**src/rtl/aacc_pkg.sv**
```systemverilog
`default_nettype none
// ----------------------------------------------------------------------------
// aacc_pkg: shared types and constants of the ANSI-aware column clipper
// Holds the byte codes, the clip state encoding, the structs that travel
// between the step logic, the result queue and the top level, and the
// per-byte classification function.
// ----------------------------------------------------------------------------
package aacc_pkg;

  // Widths of the fields.
  localparam int WidthW = 10;
  localparam int ByteW  = 8;

  // Largest column width the block will honor.
  localparam logic [WidthW-1:0] MaxColumnWidth = 10'd1023;

  // Byte codes.
  localparam logic [ByteW-1:0] EscByte   = 8'h1B;
  localparam logic [ByteW-1:0] OpenByte  = 8'h5B;
  localparam logic [ByteW-1:0] CloseByte = 8'h6D;
  localparam logic [ByteW-1:0] LfByte    = 8'h0A;
  localparam logic [ByteW-1:0] CrByte    = 8'h0D;
  localparam logic [ByteW-1:0] ContMask  = 8'hC0;
  localparam logic [ByteW-1:0] ContTag   = 8'h80;
  localparam logic [ByteW-1:0] NulByte   = 8'h00;

  // Item kinds.
  localparam logic KindText = 1'b0;
  localparam logic KindEnd  = 1'b1;

  // Configuration register indexes.
  localparam logic [1:0] CfgColumnWidth = 2'd0;
  localparam logic [1:0] CfgPadEnable   = 2'd1;
  localparam logic [1:0] CfgKeepEscapes = 2'd2;

  // Result queue geometry.
  localparam int FifoDepth = 4;
  localparam int FifoPtrW  = 2;
  localparam int FifoCntW  = 3;

  typedef enum logic [1:0] {
    ClipAccept = 2'd0,
    ClipTrail  = 2'd1,
    ClipDone   = 2'd2
  } clip_mode_t;

  typedef struct packed {
    logic              in_escape;
    logic              esc_held;
    logic [WidthW-1:0] shown_count;
    logic              escape_seen;
    clip_mode_t        clip_mode;
  } aacc_state_t;

  typedef struct packed {
    logic [WidthW-1:0] column_width;
    logic              pad_enable;
    logic              keep_escapes;
  } aacc_cfg_t;

  typedef struct packed {
    logic              char_valid;
    logic [ByteW-1:0]  out_char;
    logic [WidthW-1:0] pad_spaces;
    logic              reset_needed;
    logic              line_done;
  } aacc_res_t;

  typedef struct packed {
    logic              emit;
    logic [WidthW-1:0] shown_count;
    clip_mode_t        clip_mode;
  } aacc_plain_t;

  function automatic logic is_cont(input logic [ByteW-1:0] c);
    return (c & ContMask) == ContTag;
  endfunction

  function automatic aacc_res_t char_res(input logic [ByteW-1:0] c);
    aacc_res_t r;
    r.char_valid   = 1'b1;
    r.out_char     = c;
    r.pad_spaces   = '0;
    r.reset_needed = 1'b0;
    r.line_done    = 1'b0;
    return r;
  endfunction

  // One byte outside any escape, while the column still accepts.
  function automatic aacc_plain_t plain_byte(input logic [ByteW-1:0]  c,
                                             input logic [WidthW-1:0] shown,
                                             input logic [WidthW-1:0] width);
    aacc_plain_t p;
    p.emit        = 1'b0;
    p.shown_count = shown;
    p.clip_mode   = ClipAccept;
    if (c != LfByte && c != CrByte) begin
      if (shown >= width) begin
        if (is_cont(c)) begin
          p.emit      = 1'b1;
          p.clip_mode = ClipTrail;
        end else begin
          p.clip_mode = ClipDone;
        end
      end else begin
        p.emit = 1'b1;
        if (!is_cont(c)) begin
          p.shown_count = shown + 10'd1;
        end
      end
    end
    return p;
  endfunction

endpackage
`default_nettype wire

```
**src/rtl/aacc_step.sv**
```systemverilog
`default_nettype none
// ----------------------------------------------------------------------------
// aacc_step: per-item decision logic
// From the line state, the registers and one item, works out the next line
// state and up to two results, in order.
// ----------------------------------------------------------------------------
module aacc_step (
  input  wire logic                            kind,
  input  wire logic [aacc_pkg::ByteW-1:0]      text_byte,
  input  wire aacc_pkg::aacc_state_t           st,
  input  wire aacc_pkg::aacc_cfg_t             cfg,
  output aacc_pkg::aacc_state_t                st_nxt,
  output logic [1:0]                           res_cnt,
  output aacc_pkg::aacc_res_t                  res0,
  output aacc_pkg::aacc_res_t                  res1
);

  logic [aacc_pkg::WidthW-1:0] width;
  logic [aacc_pkg::WidthW-1:0] sh;
  logic                        a_v;
  logic                        b_v;
  logic                        go;
  aacc_pkg::aacc_res_t         a_res;
  aacc_pkg::aacc_res_t         b_res;
  aacc_pkg::aacc_plain_t       p;

  assign width = (cfg.column_width > aacc_pkg::MaxColumnWidth) ?
                 aacc_pkg::MaxColumnWidth : cfg.column_width;

  always_comb begin
    st_nxt = st;
    a_v    = 1'b0;
    b_v    = 1'b0;
    go     = 1'b0;
    sh     = st.shown_count;
    a_res  = aacc_pkg::char_res(aacc_pkg::EscByte);
    b_res  = aacc_pkg::char_res(text_byte);
    p      = aacc_pkg::plain_byte(text_byte, st.shown_count, width);
    if (kind == aacc_pkg::KindEnd) begin
      // A held ESC that meets the end of line is an ordinary character.
      if (st.esc_held && st.clip_mode == aacc_pkg::ClipAccept) begin
        p   = aacc_pkg::plain_byte(aacc_pkg::EscByte, st.shown_count, width);
        a_v = p.emit;
        sh  = p.shown_count;
      end
      b_v                = 1'b1;
      b_res.char_valid   = 1'b0;
      b_res.out_char     = '0;
      b_res.pad_spaces   = (cfg.pad_enable && sh < width) ? width - sh : '0;
      b_res.reset_needed = st.escape_seen & cfg.keep_escapes;
      b_res.line_done    = 1'b1;
      st_nxt             = '0;
    end else if (text_byte != aacc_pkg::NulByte) begin
      unique case (st.clip_mode)
        aacc_pkg::ClipDone: begin
        end
        aacc_pkg::ClipTrail: begin
          if (aacc_pkg::is_cont(text_byte)) begin
            b_v = 1'b1;
          end else begin
            st_nxt.clip_mode = aacc_pkg::ClipDone;
          end
        end
        aacc_pkg::ClipAccept: begin
          if (st.in_escape) begin
            if (text_byte == aacc_pkg::CloseByte) begin
              st_nxt.in_escape = 1'b0;
            end
            b_v = cfg.keep_escapes;
          end else begin
            go = 1'b1;
            if (st.esc_held) begin
              st_nxt.esc_held = 1'b0;
              if (text_byte == aacc_pkg::OpenByte) begin
                st_nxt.in_escape   = 1'b1;
                st_nxt.escape_seen = 1'b1;
                a_v = cfg.keep_escapes;
                b_v = cfg.keep_escapes;
                go  = 1'b0;
              end else if (st.shown_count >= width) begin
                // The held ESC lands on a full column and closes it.
                st_nxt.clip_mode = aacc_pkg::ClipDone;
                go = 1'b0;
              end else begin
                a_v = 1'b1;
                sh  = st.shown_count + 10'd1;
              end
            end
            if (go) begin
              if (text_byte == aacc_pkg::EscByte) begin
                st_nxt.esc_held    = 1'b1;
                st_nxt.shown_count = sh;
              end else begin
                p = aacc_pkg::plain_byte(text_byte, sh, width);
                b_v                = p.emit;
                st_nxt.shown_count = p.shown_count;
                st_nxt.clip_mode   = p.clip_mode;
              end
            end
          end
        end
        default: begin
        end
      endcase
    end
  end

  assign res_cnt = {1'b0, a_v} + {1'b0, b_v};
  assign res0    = a_v ? a_res : b_res;
  assign res1    = b_res;

endmodule
`default_nettype wire

```
**src/rtl/aacc_fifo.sv**
```systemverilog
`default_nettype none
// ----------------------------------------------------------------------------
// aacc_fifo: result queue
// Small register queue that takes up to two results a cycle and hands out
// one result a cycle on the output channel while the output is not stalled.
// ----------------------------------------------------------------------------
module aacc_fifo (
  input  wire logic                 clk,
  input  wire logic                 rst_n,
  input  wire logic [1:0]           push_cnt,
  input  wire aacc_pkg::aacc_res_t  push0,
  input  wire aacc_pkg::aacc_res_t  push1,
  input  wire logic                 pop,
  output logic                      head_valid,
  output aacc_pkg::aacc_res_t       head,
  output logic                      room2
);

  aacc_pkg::aacc_res_t               mem [aacc_pkg::FifoDepth];
  logic [aacc_pkg::FifoPtrW-1:0]     wr_ptr_r, wr_ptr_nxt;
  logic [aacc_pkg::FifoPtrW-1:0]     rd_ptr_r, rd_ptr_nxt;
  logic [aacc_pkg::FifoCntW-1:0]     count_r, count_nxt;
  logic [aacc_pkg::FifoPtrW-1:0]     wr_ptr_p1;
  logic                              do_pop;

  assign head_valid = (count_r != '0);
  assign head       = mem[rd_ptr_r];
  assign room2      = (count_r <= 3'(aacc_pkg::FifoDepth - 2));
  assign do_pop     = pop & head_valid;
  assign wr_ptr_p1  = wr_ptr_r + 2'd1;

  always_comb begin
    wr_ptr_nxt = wr_ptr_r + push_cnt;
    rd_ptr_nxt = rd_ptr_r + {1'b0, do_pop};
    count_nxt  = count_r + {1'b0, push_cnt} - {2'b00, do_pop};
  end

  always_ff @(posedge clk) begin
    if (push_cnt != 2'd0) begin
      mem[wr_ptr_r] <= push0;
    end
    if (push_cnt == 2'd2) begin
      mem[wr_ptr_p1] <= push1;
    end
  end

  always_ff @(posedge clk) begin
    if (!rst_n) begin
      wr_ptr_r <= '0;
      rd_ptr_r <= '0;
      count_r  <= '0;
    end else begin
      wr_ptr_r <= wr_ptr_nxt;
      rd_ptr_r <= rd_ptr_nxt;
      count_r  <= count_nxt;
    end
  end

`ifndef SYNTHESIS
  a_count_bound: assert property (@(posedge clk) disable iff (!rst_n)
    count_r <= 3'(aacc_pkg::FifoDepth))
    else $error("result queue count beyond its depth");
`endif

endmodule
`default_nettype wire

```
**src/rtl/ansi_aware_column_clipper.sv**
```systemverilog
`default_nettype none
// ----------------------------------------------------------------------------
// ansi_aware_column_clipper: fits one text line into a display column
// Path: an accepted item is held in the input register, and its results are
//   written into the result queue, whose head drives the output channel.
// Throughput: one item per cycle while the queue has room for two results;
//   the output channel moves one result per cycle while out_stall is low.
// Reset (rst_n low, synchronous) clears the line state, empties the result
//   queue and loads the registers with width 80, padding on, escapes kept.
// ----------------------------------------------------------------------------
module ansi_aware_column_clipper (
  input  wire logic        clk,
  input  wire logic        rst_n,
  // Input channel: one byte or one end-of-line marker per item.
  input  wire logic        in_valid,
  output logic             in_stall,
  input  wire logic        in_kind,
  input  wire logic [7:0]  in_text_byte,
  // Result channel.
  output logic             out_valid,
  input  wire logic        out_stall,
  output logic             out_char_valid,
  output logic [7:0]       out_char,
  output logic [9:0]       out_pad_spaces,
  output logic             out_reset_needed,
  output logic             out_line_done,
  // Configuration write channel.
  input  wire logic        cfg_valid,
  output logic             cfg_ready,
  input  wire logic [1:0]  cfg_index,
  input  wire logic [9:0]  cfg_data
);

  // Configuration registers.
  aacc_pkg::aacc_cfg_t   cfg_r;

  // Input register: the item waiting to be processed.
  logic                  in_vld_r, in_vld_nxt;
  logic                  in_kind_r;
  logic [7:0]            in_byte_r;

  // Line state.
  aacc_pkg::aacc_state_t st_r, st_nxt;

  // Step logic results.
  logic [1:0]            res_cnt;
  aacc_pkg::aacc_res_t   res0;
  aacc_pkg::aacc_res_t   res1;

  // Queue side.
  logic                  q_valid;
  logic                  q_room2;
  aacc_pkg::aacc_res_t   q_head;

  logic                  in_accept;
  logic                  advance;

  // The held item moves on once the queue has room for both of its results.
  assign advance   = in_vld_r & q_room2;
  assign in_stall  = in_vld_r & ~q_room2;
  assign in_accept = in_valid & ~in_stall;

  // Writes are to be issued only while the block is idle; the block itself does not enforce this and always takes them.
  assign cfg_ready = 1'b1;

  always_ff @(posedge clk) begin
    if (!rst_n) begin
      cfg_r.column_width <= 10'd80;
      cfg_r.pad_enable   <= 1'b1;
      cfg_r.keep_escapes <= 1'b1;
    end else if (cfg_valid && cfg_ready) begin
      unique case (cfg_index)
        aacc_pkg::CfgColumnWidth: cfg_r.column_width <= cfg_data;
        aacc_pkg::CfgPadEnable:   cfg_r.pad_enable   <= cfg_data[0];
        aacc_pkg::CfgKeepEscapes: cfg_r.keep_escapes <= cfg_data[0];
        default: begin
        end
      endcase
    end
  end

  always_comb begin
    in_vld_nxt = in_vld_r;
    if (in_accept) begin
      in_vld_nxt = 1'b1;
    end else if (advance) begin
      in_vld_nxt = 1'b0;
    end
  end

  always_ff @(posedge clk) begin
    if (!rst_n) begin
      in_vld_r <= 1'b0;
      st_r     <= '0;
    end else begin
      in_vld_r <= in_vld_nxt;
      if (advance) begin
        st_r <= st_nxt;
      end
    end
  end

  // The payload of the input register needs no reset.
  always_ff @(posedge clk) begin
    if (in_accept) begin
      in_kind_r <= in_kind;
      in_byte_r <= in_text_byte;
    end
  end

  aacc_step u_step (
    .kind      (in_kind_r),
    .text_byte (in_byte_r),
    .st        (st_r),
    .cfg       (cfg_r),
    .st_nxt    (st_nxt),
    .res_cnt   (res_cnt),
    .res0      (res0),
    .res1      (res1)
  );

  aacc_fifo u_fifo (
    .clk        (clk),
    .rst_n      (rst_n),
    .push_cnt   (advance ? res_cnt : 2'd0),
    .push0      (res0),
    .push1      (res1),
    .pop        (~out_stall),
    .head_valid (q_valid),
    .head       (q_head),
    .room2      (q_room2)
  );

  assign out_valid        = q_valid;
  assign out_char_valid   = q_head.char_valid;
  assign out_char         = q_head.out_char;
  assign out_pad_spaces   = q_head.pad_spaces;
  assign out_reset_needed = q_head.reset_needed;
  assign out_line_done    = q_head.line_done;

`ifndef SYNTHESIS
  // An end-of-line item leaves the line state fully cleared.
  a_end_clears: assert property (@(posedge clk) disable iff (!rst_n)
    (advance && in_kind_r == aacc_pkg::KindEnd) |=>
      (st_r.shown_count == '0 && !st_r.esc_held && !st_r.in_escape &&
       st_r.clip_mode == aacc_pkg::ClipAccept))
    else $error("line state not cleared after end of line");

  // Once the column is clipped no escape can be open or pending.
  a_clip_no_escape: assert property (@(posedge clk) disable iff (!rst_n)
    (st_r.clip_mode != aacc_pkg::ClipAccept) |-> (!st_r.in_escape && !st_r.esc_held))
    else $error("escape state active while clipped");

  // The end result never carries a character.
  a_end_no_char: assert property (@(posedge clk) disable iff (!rst_n)
    (out_valid && out_line_done) |-> !out_char_valid)
    else $error("end result marked as a character");

  // No item is taken while the input register is blocked.
  a_hold_blocked: assert property (@(posedge clk) disable iff (!rst_n)
    (in_vld_r && !q_room2) |=> (in_vld_r && $stable(in_byte_r) && $stable(in_kind_r)))
    else $error("held item lost while the queue was full");
`endif

endmodule
`default_nettype wire
```
**config.mk**
```make
export PLATFORM = sky130hd
export DESIGN_NAME = ansi_aware_column_clipper
export DESIGN_NICKNAME = d
export VERILOG_FILES = /design/src/rtl/aacc_pkg.sv /design/src/rtl/aacc_step.sv /design/src/rtl/aacc_fifo.sv /design/src/rtl/ansi_aware_column_clipper.sv
export SDC_FILE = /design/constraint.sdc
export NUM_CORES = 1
export LEC_CHECK = 0
export ABC_AREA = 1
export BUFFER_PORTS_ARGS = -buffer_cell sky130_fd_sc_hd__clkbuf_2
export CAP_MARGIN = 10
export CORE_MARGIN = 2
export CORE_UTILIZATION = 25
export DETAILED_ROUTE_END_ITERATION = 7
export PLACE_DENSITY_LB_ADDON = 0.08
export SYNTH_ARGS = -nofsm -noshare
export SYNTH_HDL_FRONTEND = slang
export SYNTH_SLANG_ARGS = --single-unit
```
**constraint.sdc**
```tcl
create_clock -name clk -period 5.05 [get_ports clk]
set_input_delay 0 -clock clk [delete_from_list [all_inputs] [get_ports clk]]
set_output_delay 0 -clock clk [all_outputs]
set_load 0.02 [all_outputs]
```
[Yosys cells after proc, flatten, opt, wreduce, memory -nomap -nowiden]
Memories as Yosys holds them, arrays and structs flattened. A register that Yosys moved wholly into a read port is not among the register bits.
Index checks and enable logic that the tools add are counted.
Storage, ports and cells
  register bits: 44
  RAM bits: 84
  input port bits: 26
  output and inout bits: 24
  logic and storage cells: 143
  memories kept: 1
Memory list
  u_fifo.mem: depth 4, width 21, read ports 1, clocked after memory_dff 1, write ports 2, RTL line aacc_fifo.sv:19  | aacc_pkg::aacc_res_t mem [aacc_pkg::FifoDepth];
Cells by class
  $add $sub $neg: 9
  magnitude comparators: 5
  equality and inequality tests: 13
  mux-type cells: 70
  bitwise logic cells: 8
  reduce and logical (&&, ||, !) cells: 23
Operators with widths (count)
  2-to-1 mux 10 bit: 14
  2-to-1 mux 21 bit: 2
  2-to-1 mux 1 bit: 34
  2-to-1 mux 15 bit: 2
  2-to-1 mux 13 bit: 2
  2-to-1 mux 11 bit: 2
  adder 10 x 1 -> 10 bit, second input constant: 2
  >= comparator 10 bit: 2
  2-to-1 mux 2 bit: 10
  equality test 8 x 7 -> 1 bit, second input constant: 2
  != test 8 x 4 -> 1 bit, second input constant: 2
  2-to-1 mux 14 bit: 1
  nonzero test 2 bit: 7
  greater-than comparator 10 bit, second input constant: 1
  less-than comparator 10 bit: 1
  AND reduction 5 bit: 2
  subtractor 10 bit: 1
  equality test 8 x 5 -> 1 bit, second input constant: 1
  nonzero test 8 bit: 1
  equality test 2 bit, second input constant: 3
  != test 3 bit, second input constant: 2
  AND reduction 2 bit: 3
  AND reduction 6 bit: 1
  nonzero test 3 bit: 2
  other kinds (18): 28

[Depth between registers and ports, before layout]
Gate-level depths: netlist (run 1).
  depth in word-level cells: 25
  depth in mapped cells: 37
  gate-level depth less buffers: 36

[Cells and area by module]
A second synthesis (run 1) with hierarchy kept.
Second synthesis, totals
  cells, all modules: 1104
  area, all modules: 8783.4 um^2
Modules (own cells, without submodules)
  aacc_fifo: instances 1, cells each 466, area each 4769.6 um^2, seq. area each 2662.6 um^2
  aacc_step: instances 1, cells each 475, area each 2603.7 um^2, seq. area each 0.0 um^2
  ansi_aware_column_clipper: instances 1, cells each 163, area each 1410.1 um^2, seq. area each 830.8 um^2

[Worst setup path before layout (run 1)]
No wires, ideal clock.
  path type: register to register
  start point: register st_r[3] in the netlist's numbering
  end point: memory u_fifo.mem[0][0] in the netlist's numbering, enable pin
  setup time: 0.407 ns
  arrival: 4.724 ns
  data required time: 4.643 ns
  path slack: -0.081 ns
  cell stages (with the launch flop): 33
  buffers on the path: 1
  period minus slack after synthesis: 5.131 ns
  cell sequence: dfxtp_1 -> inv_1 -> ha_1 -> inv_1 -> nand2_1 -> nand2_1 -> nand2_1 -> nand2_1 -> nor2_2 -> nor2_2 -> nand2_2 -> buf_6 -> nor3_1 -> nand3_1 -> xor2_1 -> inv_1 -> nor2_1 -> nor2_1 -> ha_1 -> nand4_1 -> nor3_1 -> nand4_1 -> nand2_1 -> inv_2 -> nand2_1 -> a21oi_1 -> o21ai_0 -> a21oi_1 -> ha_1 -> inv_1 -> nor2_1 -> nor2_1 -> o22ai_1
RTL lines
  start, declared: RTL line ansi_aware_column_clipper.sv:43  | aacc_pkg::aacc_state_t st_r, st_nxt;
  start signal, assigned: RTL line ansi_aware_column_clipper.sv:98  | st_r <= st_nxt;
  end, declared: RTL line aacc_fifo.sv:19

[Final worst setup path (run 1)]
  start point: register st_r[3] in the netlist's numbering
  end point: register u_fifo.count_r[1] in the netlist's numbering
On the way
  word-level cells in the longest chain between the ends: 21
  elaborated cells between the ends (all ways): 37
  those cells by class: 4 x add/sub; 2 x order compare; 31 x mux
RTL lines
  adder 10 x 1 -> 10 bit or >= comparator 10 bit (tied branches)
  2-to-1 mux 10 bit: RTL line aacc_step.sv:80  | end else if (st.shown_count >= width) begin
  2-to-1 mux 10 bit: RTL line aacc_step.sv:74  | if (text_byte == aacc_pkg::OpenByte) begin
  2-to-1 mux 10 bit: RTL line aacc_step.sv:72  | if (st.esc_held) begin
  2-to-1 mux 10 bit: RTL line aacc_step.sv:65  | if (st.in_escape) begin
  2-to-1 mux 10 bit: RTL line aacc_step.sv:54  | unique case (st.clip_mode)
  2-to-1 mux 10 bit: RTL line aacc_step.sv:53  | end else if (text_byte != aacc_pkg::NulByte) begin
  2-to-1 mux 10 bit: RTL line aacc_step.sv:39  | if (kind == aacc_pkg::KindEnd) begin
  (+6 left out)
  one-hot mux 1 bit (2 select lines): RTL line aacc_step.sv:54
  2-to-1 mux 1 bit: RTL line aacc_step.sv:53
  2-to-1 mux 1 bit: RTL line aacc_step.sv:39
  adder 1 x 1 -> 2 bit *: RTL line aacc_step.sv:108  | assign res_cnt = {1'b0, a_v} + {1'b0, b_v};
  2-to-1 mux 2 bit *: RTL line ansi_aware_column_clipper.sv:125  | .push_cnt (advance ? res_cnt : 2'd0),
  adder 3 x 2 -> 3 bit *: RTL line aacc_fifo.sv:35  | count_nxt = count_r + {1'b0, push_cnt} - {2'b00, do_pop};
  subtractor 3 x 1 -> 3 bit *: RTL line aacc_fifo.sv:35
  net u_fifo.count_nxt (one bit): RTL line aacc_fifo.sv:22  | logic [aacc_pkg::FifoCntW-1:0] count_r, count_nxt;
  end signal, assigned: RTL line aacc_fifo.sv:55  | count_r <= count_nxt;
  end, declared: RTL line aacc_fifo.sv:22
Mark *: on every way through the listed nets, which the timed path passes. The rest lies on a longest branch. The select of a mux whose other input is x is not followed.
A chain may end at the register's enable or synchronous reset.

==> results of run 1 <==
## state kept, by name, summed over array words and instances (netlist names)
name             count
cfg_r               12
in_byte_r            8
in_kind_r            1
in_vld_r             1
st_r                15
u_fifo.count_r       3
u_fifo.mem          84
u_fifo.rd_ptr_r      2
u_fifo.wr_ptr_r      2
## cells by family after synthesis
group                      Yosys count  synth area share (%)
DFF                                128                  46.3
buffers and inverters              162                  8.44
other                                1                0.0497
adders and majority gates           35                  6.00
xor gates and xnor gates            15                  1.74
and+or+nand+nor                    405                  23.9
AOI/OAI and AO/OA                  186                  13.6
## how the worst min path moves through the flow
stage | start | to | slack (ns) | cells after the start
after detailed placement | in_text_byte[3] | in_byte_r[3]$_DFFE_PP_ | 0.18 | 1
after floorplan | in_text_byte[0] | in_byte_r[0]$_DFFE_PP_ | 0.1 | 0
after CTS | out_stall | u_fifo.rd_ptr_r[0]$_SDFF_PN0_ | 0.12 | 5
after global routing | out_stall | u_fifo.rd_ptr_r[0]$_SDFF_PN0_ | 0.16 | 5
final | out_stall | u_fifo.rd_ptr_r[0]$_SDFF_PN0_ | 0.13 | 5
after global placement | in_text_byte[6] | in_byte_r[6]$_DFFE_PP_ | 0.18 | 1
## cell usage after synthesis (2+ instances only)
library cell,n,share of area (%)
a211oi_1,5,0.50
a21oi_1,42,2.8
a31oi_1,6,0.50
buf_4,4,0.40
clkbuf_1,28,1.4
dfxtp_1,35,9.3
edfxtp_1,93,37
fa_1,2,0.53
ha_1,33,5.5
inv_1,115,5.7
inv_2,9,0.45
inv_4,2,0.17
nand2_1,147,7.3
nand2_2,12,0.99
nand2_4,3,0.45
nand3_1,50,3.3
nand3_2,9,1.2
nand3b_1,2,0.20
nand4_1,10,0.83
nor2_1,138,6.9
nor2_2,10,0.83
nor3_1,14,0.93
nor4_1,3,0.25
o211ai_1,3,0.30
o21ai_0,88,5.8
o21ai_1,9,0.60
o21bai_1,4,0.40
o22ai_1,25,2.1
or2_2,4,0.33
xnor2_1,2,0.23
xor2_1,13,1.5
## area by class of cell
class                      count  share of cell area, %
timing repair buffer         145                   11.2
sequential                   128                   36.1
clock inverter                15                   1.40
tap                          390                   5.02
inverter                     127                   4.96
clock buffer                  17                   4.38
multi-input combinational    642                   37.0
## through the flow
| step | area (um^2) | worst slack (ns) | setup TNS [ns] | hold WS (ns) |
|---|---|---|---|---|
| floorplan | 7550 | -0.0807 | -6.51 | 0.0989 |
| finish | 9720 | 0.281 | 0 | 0.132 |
| global route | 9720 | -0.131 | -0.206 | 0.164 |
| global placement | 8650 | 0.178 | 0 | 0.179 |
| detailed placement | 8650 | 0.0210 | 0 | 0.181 |
| CTS | 9480 | 0.00950 | 0 | 0.122 |
## critical path: cells and delay by family, from the launching register on
family | cells | cell delay [ns]
flops | 1 | 0.33
xor+xnor | 1 | 0.21
compound gates | 3 | 0.26
simple gates | 18 | 1.68
fa+ha+maj | 6 | 1.78
buf+inv | 8 | 0.41
## layer usage
| metal | wire length [um] | vias to the layer above | track usage (%) | share of wire, % |
|---|---|---|---|---|
| li1 | - | 3391 | - | - |
| met4 | 155 | 0 | 3.07 | 0.64 |
| met3 | 773 | 11 | 2.57 | 3.2 |
| met1 | 11800 | 3148 | 21.8 | 49 |
| met2 | 11400 | 113 | 26.4 | 47 |
| met5 | 0 | - | 0 | 0 |
## repair_timing
item | 4_1_cts | 5_1_grt
endpoints found under the setup margin | 1 | 168
pin swaps | 0 | 26
gates resized for setup | 1 | 50
setup buffers | 0 | 10
hold buffers | 26 | 0
hold endpoints to repair | 22 | 0
## power by group through the flow
stage	logic, W	registers (W)	clock network (W)
finish	0.000984	0.00126	0.00123
global route	0.00112	0.00126	0.00130
CTS	0.000982	0.00125	0.00126
detailed placement	0.000965	0.00128	0
global placement	0.000969	0.00128	0
floorplan	0.000615	0.00127	0
==> results.md, run 1 <==
- Antenna Cells: 0
- Clock sinks: 128
- Port bufs: 48
- Top FF cell, synth: edfxtp_1
- Crit. End Element: flip-flop
- Ports: 50
- Clock transition at path regs: 0.06 ns
- Global placer's final weighted congestion: 0.795
- Drt first-iter violations: roughly 420
- Sequential Power Share: between 30% and 40%
- Status: completed
- CTS tree: built
- Global Route Usage Sum: between 10% and 20%
- Vias per cell: about 4.6
- Initial antenna violation count: 0
- Footprint of the multi-input gates: about 3600 um^2
- Longest Clk Path Bufs: 2
- Starting Density: around 25%
- Worst Clk Skew: 0.0119 ns
- Number of global-route vias before repair: 6649
- #FFs+latches synth: 128
- Max VDD drop: 0.156 mV
- Register area: around 3500 um^2
- CP dominant cell by count: nand2_2
- Synthesized area: 7550 um^2
- DRT Wirelength: 24200 um
- Critical path type: flip-flop to flip-flop
- Worst setup endpoint: u_fifo.count_r[1]$_SDFF_PN0_
- Worst hold path type: primary input to flip-flop
- Critical-path maximum fanout: 3
- Power share of the clock group: 35.4%
- Clk_lat worst skew: 0.43 ns
- Most frequent cells in the layout: nand2_1, nor2_1, inv_1
- Root Driver: clkbuf_16
- P_int: between 0.002 and 0.0025 W
- Wirelength per Cell: ~17 um
- Post-layout util: 32.7%
- CP max stage delay: 0.52 ns
- Pleak: 4.11 nW
- Row count: 63
- Min Tclk post-route: ~4.8 ns
- Slew @ Worst Pin: 1.03 ns
- Cells after synthesis: 932
- Relative slew slack: a little under a third
- P per Cell Area: about 360 nW/um^2
- Net switching power: 0.00125 W
- DRT Pass-1 Iters: 5
- Final total power: 0.00347 W
- Gate power share: 28.4%
- Register-to-register setup slack: 0.28 ns
- Setup violators final: 0
- DRC: 0
- Antenna Nets Post-Route: 0
- Worst path arrival time: a little over 5 ns
- H-Tree Depth: 4
- Final hold violations: 0
- Syn Nets: 993
- GRT overflow: 0
- Syn Area/Cell: 8.10 um^2
- Worst path slowest cell: fa_2
- Largest net degree at the start of global routing: 45
- Final net count: 1122
- Die ar.: 31600 um^2
- Crit share post-route: 94.4%
- CP Launch Type: flip-flop
- Ys async rst share: 0%
- Layout area overhead: 28.7%
- Post-synth EDFFs: 93
- Vias: 6663
- Final Max Slew Viols: 0
- RSZ-0062 raised after global routing: true
- Fillers: 3186
- Global-route wire length before repair: 37900 um
- HPWL Detailed: roughly 17000 um
- Worst r2r src: st_r[3]$_SDFFE_PN0P_
- Yosys cell types: 43
- Commonest non-fill, non-tap cell in the layout: nand2_1
- R2R Path End: u_fifo.count_r[1]$_SDFF_PN0_
- Die X: ~180 um
- Core Box Area: 29700 um^2
- Cell depth of the worst flop-to-flop path: 36
- Share of layout cells above drive strength 1: 23.6%
- Total CTS buffers: 17
- Critical path data required time: ~5.4 ns
- Sw Ratio: 36.0%
- Max-Cap Viols: 0
- Warnings, synthesis: 0
- Filler-free cell count of the finished design: 1464
- Placed cell count: ~1400
- Sequential fraction of the synthesis area: between 40% and 50%
- F_max: 210 MHz
- Chip Height: 178 um
- Worst Setup SP: st_r[3]$_SDFFE_PN0P_
Power figures use the tool's default switching activity.
==> inputs of run 2 (changes only) <==
--- a/config.mk
+++ b/config.mk
@@ -6,11 +6,12 @@
 export NUM_CORES = 1
 export LEC_CHECK = 0
 export ABC_AREA = 1
-export BUFFER_PORTS_ARGS = -buffer_cell sky130_fd_sc_hd__clkbuf_2
 export CAP_MARGIN = 10
 export CORE_MARGIN = 2
 export CORE_UTILIZATION = 25
+export CTS_BUF_LIST = sky130_fd_sc_hd__clkbuf_16
 export DETAILED_ROUTE_END_ITERATION = 7
+export DONT_BUFFER_PORTS = 1
 export PLACE_DENSITY_LB_ADDON = 0.08
 export SYNTH_ARGS = -nofsm -noshare
 export SYNTH_HDL_FRONTEND = slang
==> constraint.sdc (replaced) <==
create_clock -name clk -period 5.1 [get_ports clk]
set_input_delay 0 -clock clk [delete_from_list [all_inputs] [get_ports clk]]
set_output_delay 0 -clock clk [all_outputs]
set_load 0.02 [all_outputs]
==> results.md, run 2 (same netlist as run 1, synthesis figures left out) <==
- Status: completed (unchanged)
- DRT Pass-1 Iters: 5 (unchanged)
- Chip Height: 178 um (unchanged)
- DRC: 0 (unchanged)
- Largest net degree at the start of global routing: 45 (unchanged)
- Total CTS buffers: 17 (unchanged)
- H-Tree Depth: 4 (unchanged)
- Layout area overhead: 24.6% (was 28.7%)
- CP dominant cell by count: nor2_2 (was nand2_2)
- Final Max Slew Viols: 0 (unchanged)
- GRT overflow: 0 (unchanged)
- CTS tree: built (unchanged)
- Critical-path maximum fanout: 3 (unchanged)
- Setup_tns: 0 ns (unchanged)
- Worst path slowest cell: fa_2 (unchanged)
- Final hold violations: 0 (unchanged)
- Top reg by flops: u_fifo.mem (unchanged)
- Most frequent cells in the layout: nand2_1, nor2_1, inv_1 (unchanged)
- Max VDD drop: 0.207 mV (was 0.156 mV)
- Vias per cell: 4.57 (was 4.55)
- Register-to-register setup slack: 0.37 ns (was 0.28 ns)
- Vias: 6386 (was 6663)
- Slew @ Worst Pin: 1.13 ns (was 1.03 ns)
- Crit. End Element: flip-flop (unchanged)
- Clock transition at path regs: 0.07 ns (was 0.06 ns)
- Row count: 63 (unchanged)
- F_max: 211 MHz (was 210 MHz)
- Die X: 178 um (unchanged)
- Global-route wire length before repair: 38200 um (was 37900 um)
- Antenna Nets Post-Route: 0 (unchanged)
- Starting Density: 25.4% (unchanged)
- Max-Cap Viols: 0 (unchanged)
- Core Box Area: 29700 um^2 (unchanged)
- Die ar.: 31600 um^2 (unchanged)
- Post-layout util: 31.7% (was 32.7%)
- Wirelength per Cell: 17.5 um (was 16.5 um)
- Share of layout cells above drive strength 1: 18.5% (was 23.6%)
- P per Cell Area: 368 nW/um^2 (was 357 nW/um^2)
- CP max stage delay: 0.52 ns (about the same)
- Min Tclk post-route: 4.73 ns (was 4.77 ns)
- Port bufs: 0 (was 48)
- Crit share post-route: 92.8% (was 94.4%)
- Biggest regs: u_fifo.mem: 84 flops, st_r: 15 flops, cfg_r: 12 flops (unchanged)
- Antenna Cells: 0 (unchanged)
- Clk_lat worst skew: 0.43 ns (about the same)
- Max FFs per register: 84 (unchanged)
- Longest Clk Path Bufs: 2 (unchanged)
- CP Launch Type: flip-flop (unchanged)
- Global placer's final weighted congestion: 0.803 (was 0.795)
- Setup violators final: 0 (unchanged)
- Fillers: 3151 (was 3186)
- Worst path arrival time: 5.10 ns (was 5.13 ns)
- Commonest non-fill, non-tap cell in the layout: nand2_1 (unchanged)
- Worst hold path type: primary input to flip-flop (unchanged)
- Global Route Usage Sum: 16.2% (was 15.9%)
- Final net count: 1056 (was 1122)
- Relative slew slack: 24.5% (was 30.6%)
- Initial antenna violation count: 0 (unchanged)
- Clock sinks: 128 (unchanged)
- Worst Clk Skew: 0.0126 ns (was 0.0119 ns)
- Root Driver: clkbuf_16 (unchanged)
- Critical path data required time: 5.47 ns (was 5.41 ns)
- Drt first-iter violations: 405 (was 424)
- Critical path type: flip-flop to flip-flop (unchanged)
- Number of global-route vias before repair: 6346 (was 6649)
- Ports: 50 (unchanged)
- Pleak: 3.87 nW (was 4.11 nW)
- HPWL Detailed: 17400 um (about the same)
- RSZ-0062 raised after global routing: true (unchanged)
- Worst hold slack: 0.0300 ns (was 0.132 ns)
- DRT Wirelength: 24400 um (was 24200 um)
-- run 2: cell types whose count changed in the layout (fill, tap and decap cells not counted), sizes merged --
cell and change:
buf -17, bufinv +3, clkbuf -48, clkinv -4, inv +1, dlygate4sd3 -1, clkinvlp -1
-- run 2: final timing paths --
check | start | endpoint | cells after the start
max reg2reg | cfg_r[11]$_SDFFE_PN0P_ | u_fifo.count_r[1]$_SDFF_PN0_ | 34
min reg2reg | cfg_r[3]$_SDFFE_PN0P_ | cfg_r[3]$_SDFFE_PN0P_ | 2
min | out_stall | u_fifo.rd_ptr_r[0]$_SDFF_PN0_ | 4
max | cfg_r[11]$_SDFFE_PN0P_ | u_fifo.count_r[1]$_SDFF_PN0_ | 34
-- run 2: power breakdown --
| part | switching [W] | internal (W) | leakage, nW |
|---|---|---|---|
| Clock | 0.000521 | 0.000827 | 0.307 |
| Combinational | 0.000638 | 0.000235 | 2.43 |
| Sequential | 0.0000360 | 0.00121 | 1.14 |
| Total | 0.00119 | 0.00227 | 3.87 |
-- run 2: cell type report --
type,instances,area [um^2],share of cell area (%)
Clock buffer,17,425,4.52
Sequential cell,128,3500,37.2
Clock inverter,14,205,2.18
Multi-Input combinational cell,642,3600,38.2
Tap cell,390,488,5.19
Timing Repair Buffer,79,709,7.54
Inverter,127,482,5.12
-- run 2: critical path, delay by kind of cell (launching register included) --
kind            cells  cell delay, ns
simple gates       17            1.63
flops               1            0.34
buf+inv             7            0.41
xor+xnor            1            0.18
compound gates      3            0.26
fa+ha+maj           6            1.84
-- run 2: metal layers --
layer	vias up	wire (um)	track usage, %
li1	3256	-	-
met1	3040	12000	22.1
met2	77	11600	26.6
met3	13	618	2.57
met4	0	209	3.69
met5	-	0	0
-- run 2: what timing repair did --
| action | CTS | global route |
|---|---|---|
| pin swaps | 0 | 18 |
| buffers inserted | 0 | 5 |
| hold endpoints to repair | 30 | 0 |
| gates resized for setup | 1 | 48 |
| setup endpoints to repair | 1 | 167 |
| hold buffers | 25 | 0 |
-- run 2: per-stage QoR --
step | area, um^2 | setup slack (ns) | total power, W | cells
floorplan | 7550 | -0.0307 | 0.00187 | 932
global placement | 8320 | 0.149 | 0.00213 | 1336
detailed placement | 8320 | 0.0311 | 0.00213 | 1336
CTS | 9210 | 0.0475 | 0.00351 | 1392
global route | 9410 | -0.000647 | 0.00367 | 1397
finish | 9410 | 0.368 | 0.00347 | 1397
==> inputs of run 3 (changes only) <==
--- a/config.mk
+++ b/config.mk
@@ -6,12 +6,12 @@
 export NUM_CORES = 1
 export LEC_CHECK = 0
 export ABC_AREA = 1
+export BUFFER_PORTS_ARGS = -buffer_cell sky130_fd_sc_hd__clkbuf_2
 export CAP_MARGIN = 10
 export CORE_MARGIN = 2
 export CORE_UTILIZATION = 25
 export CTS_BUF_LIST = sky130_fd_sc_hd__clkbuf_16
 export DETAILED_ROUTE_END_ITERATION = 7
-export DONT_BUFFER_PORTS = 1
 export PLACE_DENSITY_LB_ADDON = 0.08
 export SYNTH_ARGS = -nofsm -noshare
 export SYNTH_HDL_FRONTEND = slang
==> constraint.sdc (replaced) <==
create_clock -name clk -period 5.1 [get_ports clk]
set_input_delay 0.255 -clock clk [delete_from_list [all_inputs] [get_ports clk]]
set_output_delay 0.255 -clock clk [all_outputs]
set_load 0.02 [all_outputs]
==> results.md, run 3 (same netlist as run 1, synthesis figures left out) <==
- Starting Density: 25.4% (unchanged)
- Hold Path Sink: in_kind_r$_DFFE_PP_ (was u_fifo.rd_ptr_r[0]$_SDFF_PN0_)
- Register-to-register setup slack: 0.32 ns (was 0.37 ns)
- Total CTS buffers: 17 (unchanged)
- Commonest non-fill, non-tap cell in the layout: nand2_1 (unchanged)
- Relative slew slack: 44.9% (was 24.5%)
- H-Tree Depth: 4 (unchanged)
- Clock transition at path regs: 0.07 ns (about the same)
- Max FFs per register: 84 (unchanged)
- Vias: 6519 (was 6386)
- Worst Clk Skew: 0.0114 ns (was 0.0126 ns)
- Crit. End Element: flip-flop (unchanged)
- Share of layout cells above drive strength 1: 22.8% (was 18.5%)
- Drt first-iter violations: 455 (was 405)
- Die X: 178 um (unchanged)
- Post-layout util: 31.8% (was 31.7%)
- Register area: 3500 um^2 (about the same)
- Hold Path Stages: 1 (was 4)
- F_max: 209 MHz (was 211 MHz)
- Hold Startpoint: in_kind (was out_stall)
- Final worst setup slack: 0.316 ns (was 0.368 ns)
- Port bufs: 48 (was 0)
- Setup violators final: 0 (unchanged)
- Vias per cell: 4.55 (was 4.57)
- DRC: 0 (unchanged)
- Clk_lat worst skew: 0.42 ns (was 0.43 ns)
- Antenna Nets Post-Route: 0 (unchanged)
- Global Route Usage Sum: 15.8% (was 16.2%)
- Initial antenna violation count: 0 (unchanged)
- Root Driver: clkbuf_16 (unchanged)
- Worst path slowest cell: fa_2 (unchanged)
- Critical path type: flip-flop to flip-flop (unchanged)
- Max VDD drop: 0.163 mV (was 0.207 mV)
- Status: completed (unchanged)
- GRT overflow: 0 (unchanged)
- CP Launch Type: flip-flop (unchanged)
- Max-Cap Viols: 0 (unchanged)
- HPWL Detailed: 17600 um (was 17400 um)
- Chip Height: 178 um (unchanged)
- Core Box Area: 29700 um^2 (unchanged)
- Wirelength per Cell: 17.0 um (was 17.5 um)
- Worst hold path type: primary input to flip-flop (unchanged)
- P per Cell Area: 364 nW/um^2 (was 368 nW/um^2)
- DRT Wirelength: 24300 um (was 24400 um)
- Dpl ws: 0.0182 ns (was 0.0311 ns)
- Critical path data required time: 5.47 ns (about the same)
- Number of global-route vias before repair: 6410 (was 6346)
- RSZ-0062 raised after global routing: true (unchanged)
- Final net count: 1091 (was 1056)
- CP dominant cell by count: nor2_2 (unchanged)
- Row count: 63 (unchanged)
- Final hold violations: 0 (unchanged)
- Cell depth of the worst flop-to-flop path: 34 (unchanged)
- Global-route wire length before repair: 37600 um (was 38200 um)
- Final Max Slew Viols: 0 (unchanged)
- Worst path bufs/invs: 7 (unchanged)
- Setup_tns: 0 ns (unchanged)
- Placed cell count: 1385 (was 1336)
- Longest Clk Path Bufs: 2 (unchanged)
- Fillers: 3183 (was 3151)
- Clock sinks: 128 (unchanged)
- Critical-path maximum fanout: 4 (was 3)
- Crit share post-route: 93.8% (was 92.8%)
- R2R Path End: u_fifo.count_r[1]$_SDFF_PN0_ (unchanged)
- Pleak: 4.00 nW (was 3.87 nW)
- Worst Setup SP: cfg_r[8]$_SDFFE_PN1P_ (was cfg_r[11]$_SDFFE_PN0P_)
- Worst path arrival time: 5.15 ns (was 5.10 ns)
- Slew @ Worst Pin: 0.824 ns (was 1.13 ns)
- Layout area overhead: 25.0% (was 24.6%)
- Footprint of the multi-input gates: 3580 um^2 (was 3600 um^2)
- Top delay family on crit path: adder cells (unchanged)
- Ports: 50 (unchanged)
- Biggest regs: u_fifo.mem: 84 flops, st_r: 15 flops, cfg_r: 12 flops (unchanged)
- Most frequent cells in the layout: nand2_1, nor2_1, inv_1 (unchanged)
- Top reg by flops: u_fifo.mem (unchanged)
- Die ar.: 31600 um^2 (unchanged)
- Global placer's final weighted congestion: 0.840 (was 0.803)
- Worst r2r src: cfg_r[8]$_SDFFE_PN1P_ (was cfg_r[11]$_SDFFE_PN0P_)
- DRT Pass-1 Iters: 5 (unchanged)
- CTS tree: built (unchanged)
- Antenna Cells: 0 (unchanged)
- Filler-free cell count of the finished design: 1432 (was 1397)
- CP max stage delay: 0.52 ns (about the same)
- Min Tclk post-route: 4.78 ns (was 4.73 ns)
- Largest net degree at the start of global routing: 45 (unchanged)
## run 3: cell count changes in the layout (fill, tap and decap cells not counted), sizes merged
cell | previous run | this run
clkinvlp | 1 | 2
clkinv | 5 | 6
buf | 54 | 60
dlygate4sd3 | 25 | 6
clkbuf | 17 | 65
bufinv | 4 | 2
## run 3: power by group
group          leakage (nW)  internal, W  switching (W)
Clock                 0.281     0.000725       0.000516
Combinational          2.58     0.000298       0.000656
Sequential             1.14      0.00121      0.0000341
Total                  4.00      0.00223        0.00121
## run 3: repair_timing
| item | in CTS | in global routing |
|---|---|---|
| pin swaps | 0 | 23 |
| gates resized for setup | 1 | 46 |
| buffers inserted | 0 | 10 |
| setup endpoints to repair | 1 | 172 |
| hold buffers | 4 | 2 |
| cloned | 0 | 0 |
| endpoints found under the hold margin | 4 | 2 |
## run 3: worst register-to-register path: cells and delay by family, from the launching register on
kind,cells,cell delay [ns]
buf+inv,7,0.37
fa+ha+maj,6,1.83
compound gates,3,0.26
xor+xnor,1,0.19
simple gates,17,1.76
flops,1,0.33
## run 3: metal layers
layer | up-vias | track usage [%] | part of all wire [%]
li1 | 3318 | - | -
met2 | 107 | 25.3 | 46
met4 | 0 | 3.62 | 1.2
met5 | - | 0 | 0
met3 | 16 | 2.57 | 3.2
met1 | 3078 | 22.2 | 49
## run 3: worst max-delay path by stage
stage                              endpoint  slack [ns]  cells past startpoint
5_1_grt        u_fifo.count_r[1]$_SDFF_PN0_       -0.06                     36
3_3_place_gp   u_fifo.count_r[2]$_SDFF_PN0_        0.22                     34
3_5_place_dp   u_fifo.count_r[2]$_SDFF_PN0_        0.02                     32
4_1_cts        u_fifo.count_r[2]$_SDFF_PN0_        0.01                     34
2_1_floorplan    u_fifo.mem[0][0]$_DFFE_PP_       -0.03                     32
6_report       u_fifo.count_r[1]$_SDFF_PN0_        0.32                     34
## run 3: cell type report
class / instances / share of cell area, %
Timing Repair Buffer: 114 / 8.49
Clock inverter: 14 / 1.64
Sequential cell: 128 / 37.1
Tap cell: 390 / 5.17
Multi-Input combinational cell: 642 / 37.9
Inverter: 127 / 5.13
Clock buffer: 17 / 4.51
## run 3: through the flow
step	hold WS [ns]	cell area, um^2	power [W]
final	0.0179	9440	0.00344
after global routing	0.00140	9440	0.00365
after CTS	0.0000881	9200	0.00348
after detailed placement	0.434	8570	0.00223
after global placement	0.433	8570	0.00223
after floorplan	0.354	7550	0.00187
